===== config.mk =====
export PLATFORM = sky130hd
export DESIGN_NAME = line_framer_idle_timeout
export DESIGN_NICKNAME = d
export VERILOG_FILES = /design/src/design/lfit_pkg.sv /design/src/design/lfit_ram.sv /design/src/design/line_framer_idle_timeout.sv
export SDC_FILE = /design/constraint.sdc
export NUM_CORES = 1
export LEC_CHECK = 0
export BUFFER_PORTS_ARGS = -buffer_cell sky130_fd_sc_hd__buf_2
export CAP_MARGIN = 30
export CORE_UTILIZATION = 50
export CTS_CLUSTER_SIZE = 12
export DETAILED_ROUTE_END_ITERATION = 7
export PLACE_DENSITY = 0.66
export SYNTH_ARGS = -nofsm -noshare
export SYNTH_HDL_FRONTEND = slang
export SYNTH_SLANG_ARGS = --single-unit

===== constraint.sdc =====
create_clock -name clk_i -period 9.1 [get_ports clk_i]
set_input_delay 0.91 -clock clk_i [delete_from_list [all_inputs] [get_ports clk_i]]
set_output_delay 0.91 -clock clk_i [all_outputs]
set_load 0.05 [all_outputs]

===== src/design/lfit_pkg.sv =====
// Shared types and constants for the line framer with idle timeout.
`timescale 1ns / 1ps

package lfit_pkg;

  // Line store depth and derived index width
  localparam int BUF_BYTES = 64;
  localparam int IDX_W     = $clog2(BUF_BYTES);

  // Fixed field widths
  localparam int CMD_W   = 2;
  localparam int BYTE_W  = 8;
  localparam int LEN_W   = 6;
  localparam int TIMER_W = 16;

  localparam logic [TIMER_W-1:0] TIMER_MAX       = '1;
  localparam logic [TIMER_W-1:0] IDLE_LIMIT_RST  = TIMER_W'(50);
  localparam logic [BYTE_W-1:0]  CH_CR           = 8'h0D;
  localparam logic [BYTE_W-1:0]  CH_LF           = 8'h0A;

  // Input commands
  typedef enum logic [CMD_W-1:0] {
    CMD_BYTE = 2'd0,
    CMD_TICK = 2'd1,
    CMD_TAKE = 2'd2,
    CMD_NONE = 2'd3
  } cmd_e;

  // Input beat
  typedef struct packed {
    logic [CMD_W-1:0]  command;
    logic [BYTE_W-1:0] byte_value;
  } in_beat_t;

  // Output beat
  typedef struct packed {
    logic [BYTE_W-1:0] packet_byte;
    logic              last;
    logic [LEN_W-1:0]  packet_length;
    logic              ended_by_delimiter;
  } out_beat_t;

endpackage


===== src/design/lfit_ram.sv =====
// Generic single-port-write, single-port-read RAM with registered read data.
`timescale 1ns / 1ps

module lfit_ram #(
  parameter int WIDTH = 8,
  parameter int DEPTH = 64
) (
  input  logic                     clk_i,
  input  logic                     we_i,
  input  logic [$clog2(DEPTH)-1:0] waddr_i,
  input  logic [WIDTH-1:0]         wdata_i,
  input  logic                     re_i,
  input  logic [$clog2(DEPTH)-1:0] raddr_i,
  output logic [WIDTH-1:0]         rdata_o
);

  logic [WIDTH-1:0] mem_q [DEPTH];
  logic [WIDTH-1:0] rdata_q;

  // Write port
  always_ff @(posedge clk_i) begin
    if (we_i) begin
      mem_q[waddr_i] <= wdata_i;
    end
  end

  // Read port: data holds until the next read
  always_ff @(posedge clk_i) begin
    if (re_i) begin
      rdata_q <= mem_q[raddr_i];
    end
  end

  assign rdata_o = rdata_q;

endmodule


===== src/design/line_framer_idle_timeout.sv =====
// Top level of the line framer: command decode, counters, emit sequencer.
`timescale 1ns / 1ps

// Receive, tick and take beats that do not close a packet are taken without
// stalling the input. A beat that closes a packet keeps the input stalled
// while the run, for each byte, reads the line store (ST_RD) and then loads
// the output register (ST_LD), waiting there while the output side stalls. The
// output register lets the last byte of a run wait while the next input beat
// is taken. The line store is written at one address per kept data byte and
// read back only during a later run, so no forwarding is needed. The idle limit
// register is written through the config channel, which is always ready.

module line_framer_idle_timeout (
  input  logic                clk_i,
  input  logic                rst_ni,
  input  logic                in_valid_i,
  output logic                in_stall_o,
  input  lfit_pkg::in_beat_t  in_data_i,
  output logic                out_valid_o,
  input  logic                out_stall_i,
  output lfit_pkg::out_beat_t out_data_o,
  input  logic                cfg_valid_i,
  output logic                cfg_ready_o,
  input  logic [15:0]         cfg_data_i
);

  import lfit_pkg::*;

  typedef enum logic [1:0] {
    ST_IDLE,
    ST_RD,
    ST_LD
  } state_e;

  state_e             state_q, state_d;
  logic [IDX_W-1:0]   fill_q, fill_d;
  logic [TIMER_W-1:0] timer_q, timer_d;
  logic               pending_q, pending_d;
  logic [TIMER_W-1:0] limit_q;
  logic [IDX_W-1:0]   len_q, len_d;
  logic               delim_q, delim_d;
  logic [IDX_W-1:0]   rd_idx_q, rd_idx_d;
  logic               out_valid_q, out_valid_d;
  out_beat_t          out_q, out_d;

  logic               in_acc;
  logic               is_delim;
  logic               mem_we;
  logic               mem_re;
  logic [BYTE_W-1:0]  mem_rdata;
  logic [TIMER_W-1:0] timer_inc;

  assign in_acc   = in_valid_i && !in_stall_o;
  assign is_delim = (in_data_i.byte_value == CH_CR) || (in_data_i.byte_value == CH_LF);
  assign timer_inc = (timer_q < TIMER_MAX) ? timer_q + 1'b1 : timer_q;

  assign in_stall_o  = (state_q != ST_IDLE);
  assign cfg_ready_o = 1'b1;
  assign out_valid_o = out_valid_q;
  assign out_data_o  = out_q;

  // Store the byte at the current fill position
  assign mem_we = in_acc && (cmd_e'(in_data_i.command) == CMD_BYTE) && !is_delim
                  && (fill_q < IDX_W'(BUF_BYTES - 1));
  assign mem_re = (state_q == ST_RD);

  lfit_ram #(
    .WIDTH (BYTE_W),
    .DEPTH (BUF_BYTES)
  ) u_line_store (
    .clk_i   (clk_i),
    .we_i    (mem_we),
    .waddr_i (fill_q),
    .wdata_i (in_data_i.byte_value),
    .re_i    (mem_re),
    .raddr_i (rd_idx_q),
    .rdata_o (mem_rdata)
  );

  // Decode commands and sequence the packet run
  always_comb begin
    state_d     = state_q;
    fill_d      = fill_q;
    timer_d     = timer_q;
    pending_d   = pending_q;
    len_d       = len_q;
    delim_d     = delim_q;
    rd_idx_d    = rd_idx_q;
    out_valid_d = out_valid_q;
    out_d       = out_q;

    // Drop the output beat once taken
    if (out_valid_q && !out_stall_i) begin
      out_valid_d = 1'b0;
    end

    case (state_q)
      ST_IDLE: begin
        if (in_acc) begin
          case (cmd_e'(in_data_i.command))
            CMD_BYTE: begin
              timer_d = '0;
              if (is_delim) begin
                if (fill_q != '0) begin
                  len_d     = fill_q;
                  delim_d   = 1'b1;
                  fill_d    = '0;
                  pending_d = 1'b1;
                  rd_idx_d  = '0;
                  state_d   = ST_RD;
                end
              end else if (fill_q < IDX_W'(BUF_BYTES - 1)) begin
                fill_d = fill_q + 1'b1;
              end else begin
                // Overflow: drop the byte and close undelimited
                len_d     = IDX_W'(BUF_BYTES - 1);
                delim_d   = 1'b0;
                fill_d    = '0;
                pending_d = 1'b1;
                rd_idx_d  = '0;
                state_d   = ST_RD;
              end
            end
            CMD_TICK: begin
              timer_d = timer_inc;
              if (!pending_q && (fill_q != '0) && (timer_inc > limit_q)) begin
                len_d     = fill_q;
                delim_d   = 1'b0;
                fill_d    = '0;
                pending_d = 1'b1;
                rd_idx_d  = '0;
                state_d   = ST_RD;
              end
            end
            CMD_TAKE: begin
              pending_d = 1'b0;
            end
            default: begin
            end
          endcase
        end
      end
      ST_RD: begin
        state_d = ST_LD;
      end
      ST_LD: begin
        // Load the read byte once the output register is free
        if (!out_valid_q || !out_stall_i) begin
          out_valid_d                  = 1'b1;
          out_d.packet_byte            = mem_rdata;
          out_d.last                   = (rd_idx_q == len_q - 1'b1);
          out_d.packet_length          = LEN_W'(len_q);
          out_d.ended_by_delimiter     = delim_q;
          if (rd_idx_q == len_q - 1'b1) begin
            state_d = ST_IDLE;
          end else begin
            rd_idx_d = rd_idx_q + 1'b1;
            state_d  = ST_RD;
          end
        end
      end
      default: begin
        state_d = ST_IDLE;
      end
    endcase
  end

  // Hold state and registered outputs
  always_ff @(posedge clk_i or negedge rst_ni) begin
    if (!rst_ni) begin
      state_q     <= ST_IDLE;
      fill_q      <= '0;
      timer_q     <= '0;
      pending_q   <= 1'b0;
      rd_idx_q    <= '0;
      out_valid_q <= 1'b0;
    end else begin
      state_q     <= state_d;
      fill_q      <= fill_d;
      timer_q     <= timer_d;
      pending_q   <= pending_d;
      rd_idx_q    <= rd_idx_d;
      out_valid_q <= out_valid_d;
    end
  end

  // Payload registers
  always_ff @(posedge clk_i) begin
    len_q   <= len_d;
    delim_q <= delim_d;
    out_q   <= out_d;
  end

  // Idle limit register
  always_ff @(posedge clk_i or negedge rst_ni) begin
    if (!rst_ni) begin
      limit_q <= IDLE_LIMIT_RST;
    end else if (cfg_valid_i && cfg_ready_o) begin
      limit_q <= cfg_data_i;
    end
  end

  // Fill count never passes the last usable entry
  a_fill_bound: assert property (@(posedge clk_i) disable iff (!rst_ni)
    fill_q <= IDX_W'(BUF_BYTES - 1))
    else $error("fill count out of range");

  // A run always starts with the pending flag set and the fill count cleared
  a_run_start: assert property (@(posedge clk_i) disable iff (!rst_ni)
    (state_q == ST_RD && rd_idx_q == '0) |-> (pending_q && fill_q == '0))
    else $error("run started without pending flag");

  // A run never walks past its length
  a_run_index: assert property (@(posedge clk_i) disable iff (!rst_ni)
    (state_q != ST_IDLE) |-> (rd_idx_q < len_q))
    else $error("read index beyond packet length");

endmodule

# [After elaboration in Yosys (flattened, before gate mapping)]
# Memory sizes are Yosys's and may differ from the RTL's. A register that Yosys moved wholly into a read port is not among the register bits.
# Index checks and enable logic that the tools add are counted.
[word_totals] regBits=71 ram_bits=512 out_inout_bits=19 word_cells=108 mem_count=1
[mem_list] memory="u_line_store.mem_q" depth=64 width=8 rd=1 rd_ports_with_merged_regs=1 write_ports=1 line="lfit_ram.sv:17" text="logic [WIDTH-1:0] mem_q [DEPTH];"
[classes] addsub=4 magnitude_cmp=3 eq_ne=17 mux=42 reduce_logical=28
[ops] operator="$mux W6" count=13
[ops] operator="$pmux W6 S2" count=4
[ops] operator="$pmux W16 S2" count=1
[ops] operator="$reduce_and A6 Y1" count=3
[ops] operator="$add A16 B1 Y16 const B" count=1
[ops] operator="$eq A8 B4 Y1 const B" count=2
[ops] operator="$gt A16 B16 Y1" count=1
[ops] operator="$lt A16 B16 Y1 const B" count=1
[ops] operator="$mux W16" count=1
[ops] operator="$mux W1" count=13
[ops] operator="$add A6 B1 Y6 const B" count=2
[ops] operator="$mux W2" count=6
[ops] operator="$ne A2 B2 Y1 const B" count=4
[ops] operator="$ne A4 B4 Y1 const B" count=2
[ops] operator="$reduce_and A8 Y1" count=1
[ops] operator="$logic_and A1 B1 Y1" count=7
[ops] operator="$eq A6 B6 Y1" count=1
[ops] operator="$lt A6 B6 Y1 const B" count=1
[ops] operator="$ne A3 B2 Y1 const B" count=2
[ops] operator="$ne A3 B3 Y1 const B" count=2
[ops] operator="$pmux W2 S3" count=1
[ops] operator="$reduce_bool A2 Y1" count=3
[ops] operator="$reduce_bool A6 Y1" count=1
[ops] operator="$sub A6 B1 Y6 const B" count=1
[ops] operator="12 further kinds" count=20

# [Logic depth before layout (Yosys ltp)]
[logic_depth] ltp_word=8 depth_mapped=14 ltp_nobuf=12

# [Cells and area by module]
# A second synthesis with hierarchy kept.
[hier_totals] cells_unflattened=1332 hier_area_um2=24155.7
[modules_own_cells] mod="lfit_ram" instances=1 cells_each=931 area_per_inst_um2=20174.3 seq_area_each_um2=15615.0
[modules_own_cells] mod="line_framer_idle_timeout" instances=1 cells_each=401 area_per_inst_um2=3981.3 seq_area_each_um2=1895.6

# [Worst setup path before layout]
# OpenSTA, ideal clock, no wires.
[synth_timing] path_type="register -> register" start="reg timer_q[2]" end="reg delim_q (enable)" setup_time_ps=360 t_arrival_ps=3337 required_time_ps=8740 setup_slack_ps=5403 stages_incl_launch_ff=13 path_buffers=1 path_cell_list="dfrtp_1 and4_1 nand4_1 nor3_1 nand3_1 mux2_2 ha_1 nand4_1 a2111oi_0 o31ai_2 or2_0 buf_2 nor2_1"
[synth_between] elab_chain_len=6 elab_cells_between_ends=7 cone_classes="add/sub: 1; order compare: 2; eq/ne: 1; mux: 1; reduce/logical: 2"
[synth_rtl] element="start: declaration" line="line_framer_idle_timeout.sv:37" text="logic [TIMER_W-1:0] timer_q, timer_d;"
[synth_rtl] element="start signal: assignment" line="line_framer_idle_timeout.sv:180" text="timer_q <= timer_d;"
[synth_rtl] element="$add A16 B1 Y16 / $lt A16 B16 Y1 (equally long branches)" line="line_framer_idle_timeout.sv:55" text="assign timer_inc = (timer_q < TIMER_MAX) ? timer_q + 1'b1 : timer_q;"
[synth_rtl] element="$mux W16 *" line="line_framer_idle_timeout.sv:55"
[synth_rtl] element="$gt A16 B16 Y1 *" line="line_framer_idle_timeout.sv:126" text="if (!pending_q && (fill_q != '0) && (timer_inc > limit_q)) begin"
[synth_rtl] element="$logic_and A1 B1 Y1 *" line="line_framer_idle_timeout.sv:126"
[synth_rtl] element="$ne A2 B2 Y1 (no source line) *"
[synth_rtl] element="$reduce_and A6 Y1 (no source line) *"
[synth_rtl] element="end signal: assignment" line="line_framer_idle_timeout.sv:190" text="delim_q <= delim_d;"
[synth_rtl] element="end: declaration" line="line_framer_idle_timeout.sv:41" text="logic delim_q, delim_d;"
# Every way passes the cells marked *; elsewhere a longest branch is shown, timed or not.
# A chain may end at the register's enable or synchronous reset.

# [Worst setup path after layout]
[layout_timing] start="reg timer_q[3]" end="reg len_q[4] (enable)"
[layout_between] elab_chain_len=6 elab_cells_between_ends=7 cone_classes="add/sub: 1; order compare: 2; eq/ne: 1; mux: 1; reduce/logical: 2"
[layout_rtl] element="$add A16 B1 Y16 / $lt A16 B16 Y1 (equally long branches)" line="line_framer_idle_timeout.sv:55"
[layout_rtl] element="$mux W16 *" line="line_framer_idle_timeout.sv:55"
[layout_rtl] element="$gt A16 B16 Y1 *" line="line_framer_idle_timeout.sv:126"
[layout_rtl] element="$logic_and A1 B1 Y1 *" line="line_framer_idle_timeout.sv:126"
[layout_rtl] element="$ne A2 B2 Y1 (no source line) *"
[layout_rtl] element="$reduce_and A6 Y1 (no source line) *"
[layout_rtl] element="end signal: assignment" line="line_framer_idle_timeout.sv:189" text="len_q <= len_d;"
[layout_rtl] element="end: declaration" line="line_framer_idle_timeout.sv:40" text="logic [IDX_W-1:0] len_q, len_d;"
# Marked as above.

==> flow_metrics.tcl <==
set metrics [dict create \
    status "finished, violations left" \
    violations "DRC" \
    final_util_pct 56.9 \
    syn-num-nets 1286 \
    r2r_end "len_q[4]" \
    synth.most_common_cell "edfxtp_1" \
    grt_pass1_wl_um 76900 \
    hold_slack_ns 0.411 \
    dp_slack_ns 4.40 \
    clock_latency_ns 0.62 \
    hold_path_class "in -> async" \
    power_leakage_nw 8.63 \
    worstReg2RegStart "timer_q[3]" \
    viasPerCell 6.04 \
    synthTopCellsByArea "edfxtp_1, mux4_2, dfrtp_1, nor2_1, ha_1" \
    drc 2 \
    dr.pass1.iters 7 \
    multi_input_area_um2 5980 \
    cts_tree "done" \
    htreeDepth 2 \
    reg2regPathDepth 11 \
    antenna_found_initial 0 \
    grt_usage_pct 21.9 \
    rrSetupSlack_ns 4.42 \
    worstSetupEndpointType "flip-flop" \
    grt_busiest_layer "met2" \
    coreArea_um2 46900 \
    instances_no_fill 1948 \
    crit_path_cell_trace "and4_1 -> nand4_1 -> nor3_1 -> nand3_1 -> mux2_2 -> ha_1 -> nand4_1 -> a2111oi_0 -> o31ai_2 -> or2_0 -> nor2_1" \
    netlist_area_um2 23900 \
    place.gp.congestion 0.798 \
    cts.clk_slew.worst_paths_ns 0.07 \
    slew_headroom_pct 31.0 \
    chipWidth_um 221 \
    routedWlPerCell_um 26.3 \
    nets 1349 \
    io-pin-count 50 \
    worstPathArrival_ns 4.93 \
    worstSetupPathType "reg -> reg" \
    diodes 0 \
    use_met1_pct 32.2 \
    yosys.area.top_type "edfxtp_1" \
    yosys_warnings 0 \
    tightestPinTransition_ns 1.03 \
    cp.required_ns 9.35 \
    power_density_nw_per_um2 263 \
    cp-startpoint "timer_q[3]" \
    fmax_mhz 214 \
    tns_ns 0 \
    netlist_instances 1234 \
    final_hold_viol_count 0 \
    ys_types 66 \
    ys_top_cells_by_count "edfxtp_1, mux4_2, nor2_1, nand2_1, dfrtp_1" \
    grt_pass1_vias 11900 \
    critPathMostFrequentCell "nand4_1" \
    cts_buffer_depth 3 \
    placed_cells 1840 \
    cts_resized 0 \
    maxCapViolations 0 \
    cts-buffers-inserted 60 \
    gr-usage-met3_pct 4.01 \
    worst_slack_ns 4.42 \
    post-route-period-util_pct 51.5 \
    power.total_mw 6.99 \
    synth_top_area_share_pct 68.2 \
    clockRootBuffer "clkbuf_16" \
    ys_seq_elements 591 \
    maxSlewViolCount 0 \
    globalRouteMet2Util_pct 33.5 \
    path_max_fanout 9 \
    via_count 11800 \
    period_minus_slack_ns 4.68 \
    syn_to_final_growth_pct 11.4 \
    grt_max_degree 73 \
    cp-start-kind "flip-flop" \
    post_dp_cell_area_um2 24700 \
    cts_setup_buffers 0 \
    final_area_um2 26600 \
    num_rows 79 \
    critical-path-slowest-cell "a2111oi_0" \
    grt_overflow 0 \
    fillers 3490 \
    die_h_um 221 \
    avgSynthCellArea_um2 19.4 \
    hpwl_um 31600 \
    seq_area_um2 17500 \
    initial_core_util_pct 51.0 \
    async_flop_share_pct 8.12 \
    ir_drop_v 0.000160 \
    ctsHoldBuffers 0 \
    drive_above_1_share_pct 24.4 \
    synthFlopType "edfxtp_1" \
    drtIter0Drc 1048 \
    rsz0062_at_grt "no" \
    setup_viol 0 \
    ys_seq_area_share_pct 73.3 \
    finalClockSkew_ns 0.0190 \
    portBuffers 48 \
    synth-edff-count 543 \
    fp.dieArea_um2 48700 \
    routed_wirelength_um 51300 \
    clock-sinks 591 \
    antenna_left 0 \
    slowest_delay_ns 0.63 \
]
-- final cells by class --
type | instances | area share, %
well taps | 607 | 2.85
inverters | 28 | 0.395
flip-flops and latches | 591 | 65.8
multi-input cells | 551 | 22.4
clock inverters | 16 | 0.709
clock buffers | 90 | 6.29
repair buffers | 65 | 1.53
-- sequential cells by signal (all words and copies together), names as in the netlist, 2 cells and up --
| register | flops |
|---|---|
| u_line_store.mem_q | 512 |
| limit_q | 16 |
| out_data_o | 16 |
| timer_q | 16 |
| u_line_store.rdata_o | 8 |
| fill_q | 6 |
| len_q | 6 |
| rd_idx_q | 6 |
| state_q | 2 |
-- where the power goes --
group | leakage, nW | total, mW | switching, mW | internal [mW]
combinational | 2.24 | 1.43 | 0.757 | 0.675
sequential | 5.49 | 3.22 | 0.148 | 3.07
clock | 0.902 | 2.35 | 0.971 | 1.37
-- worst max-delay path, delay by kind of cell (launching register included) --
family / cells / cell delay [ns]
simple gates: 7 / 2.25
compound gates: 2 / 0.94
flops: 1 / 0.46
fa+ha+maj: 1 / 0.34
mux: 1 / 0.33
-- logic make-up after synthesis --
logic type      after synthesis  share of synthesized area [%]
compound gates              105                           3.04
xor+xnor                     16                          0.586
fa+ha+maj                    21                           1.10
buf+inv                      92                           1.73
flops                       591                           73.3
mux                         169                           15.5
other cells                   1                         0.0157
simple gates                239                           4.78
-- layout by cell type, fill, tap and decap left out, drive strengths merged, types with 17 or more instances in the layout --
master	instances
a21oi	18
dfrtp	45
ha	21
edfxtp	543
nand2	61
mux4	160
nand3	17
buf	65
nor2	89
clkbuf	90
inv	28
o21ai	27
-- how the worst max path moves through the flow --
stage                           endpoint  slack [ns]  cells after the start
5_1_grt                         len_q[5]        4.11                     11
3_5_place_dp   u_line_store.mem_q[30][3]        4.40                      8
4_1_cts                         len_q[4]        4.46                     11
6_report                        len_q[4]        4.42                     11
3_3_place_gp                    len_q[5]        4.57                     11
2_1_floorplan                    delim_q        5.40                     12
-- routing by layer --
layer,up-vias,share of wire [%]
met5,-,0
met4,0,2.2
met3,74,6.5
met2,405,47
met1,6147,44
li1,5142,-
Power figures use the tool's default switching activity.
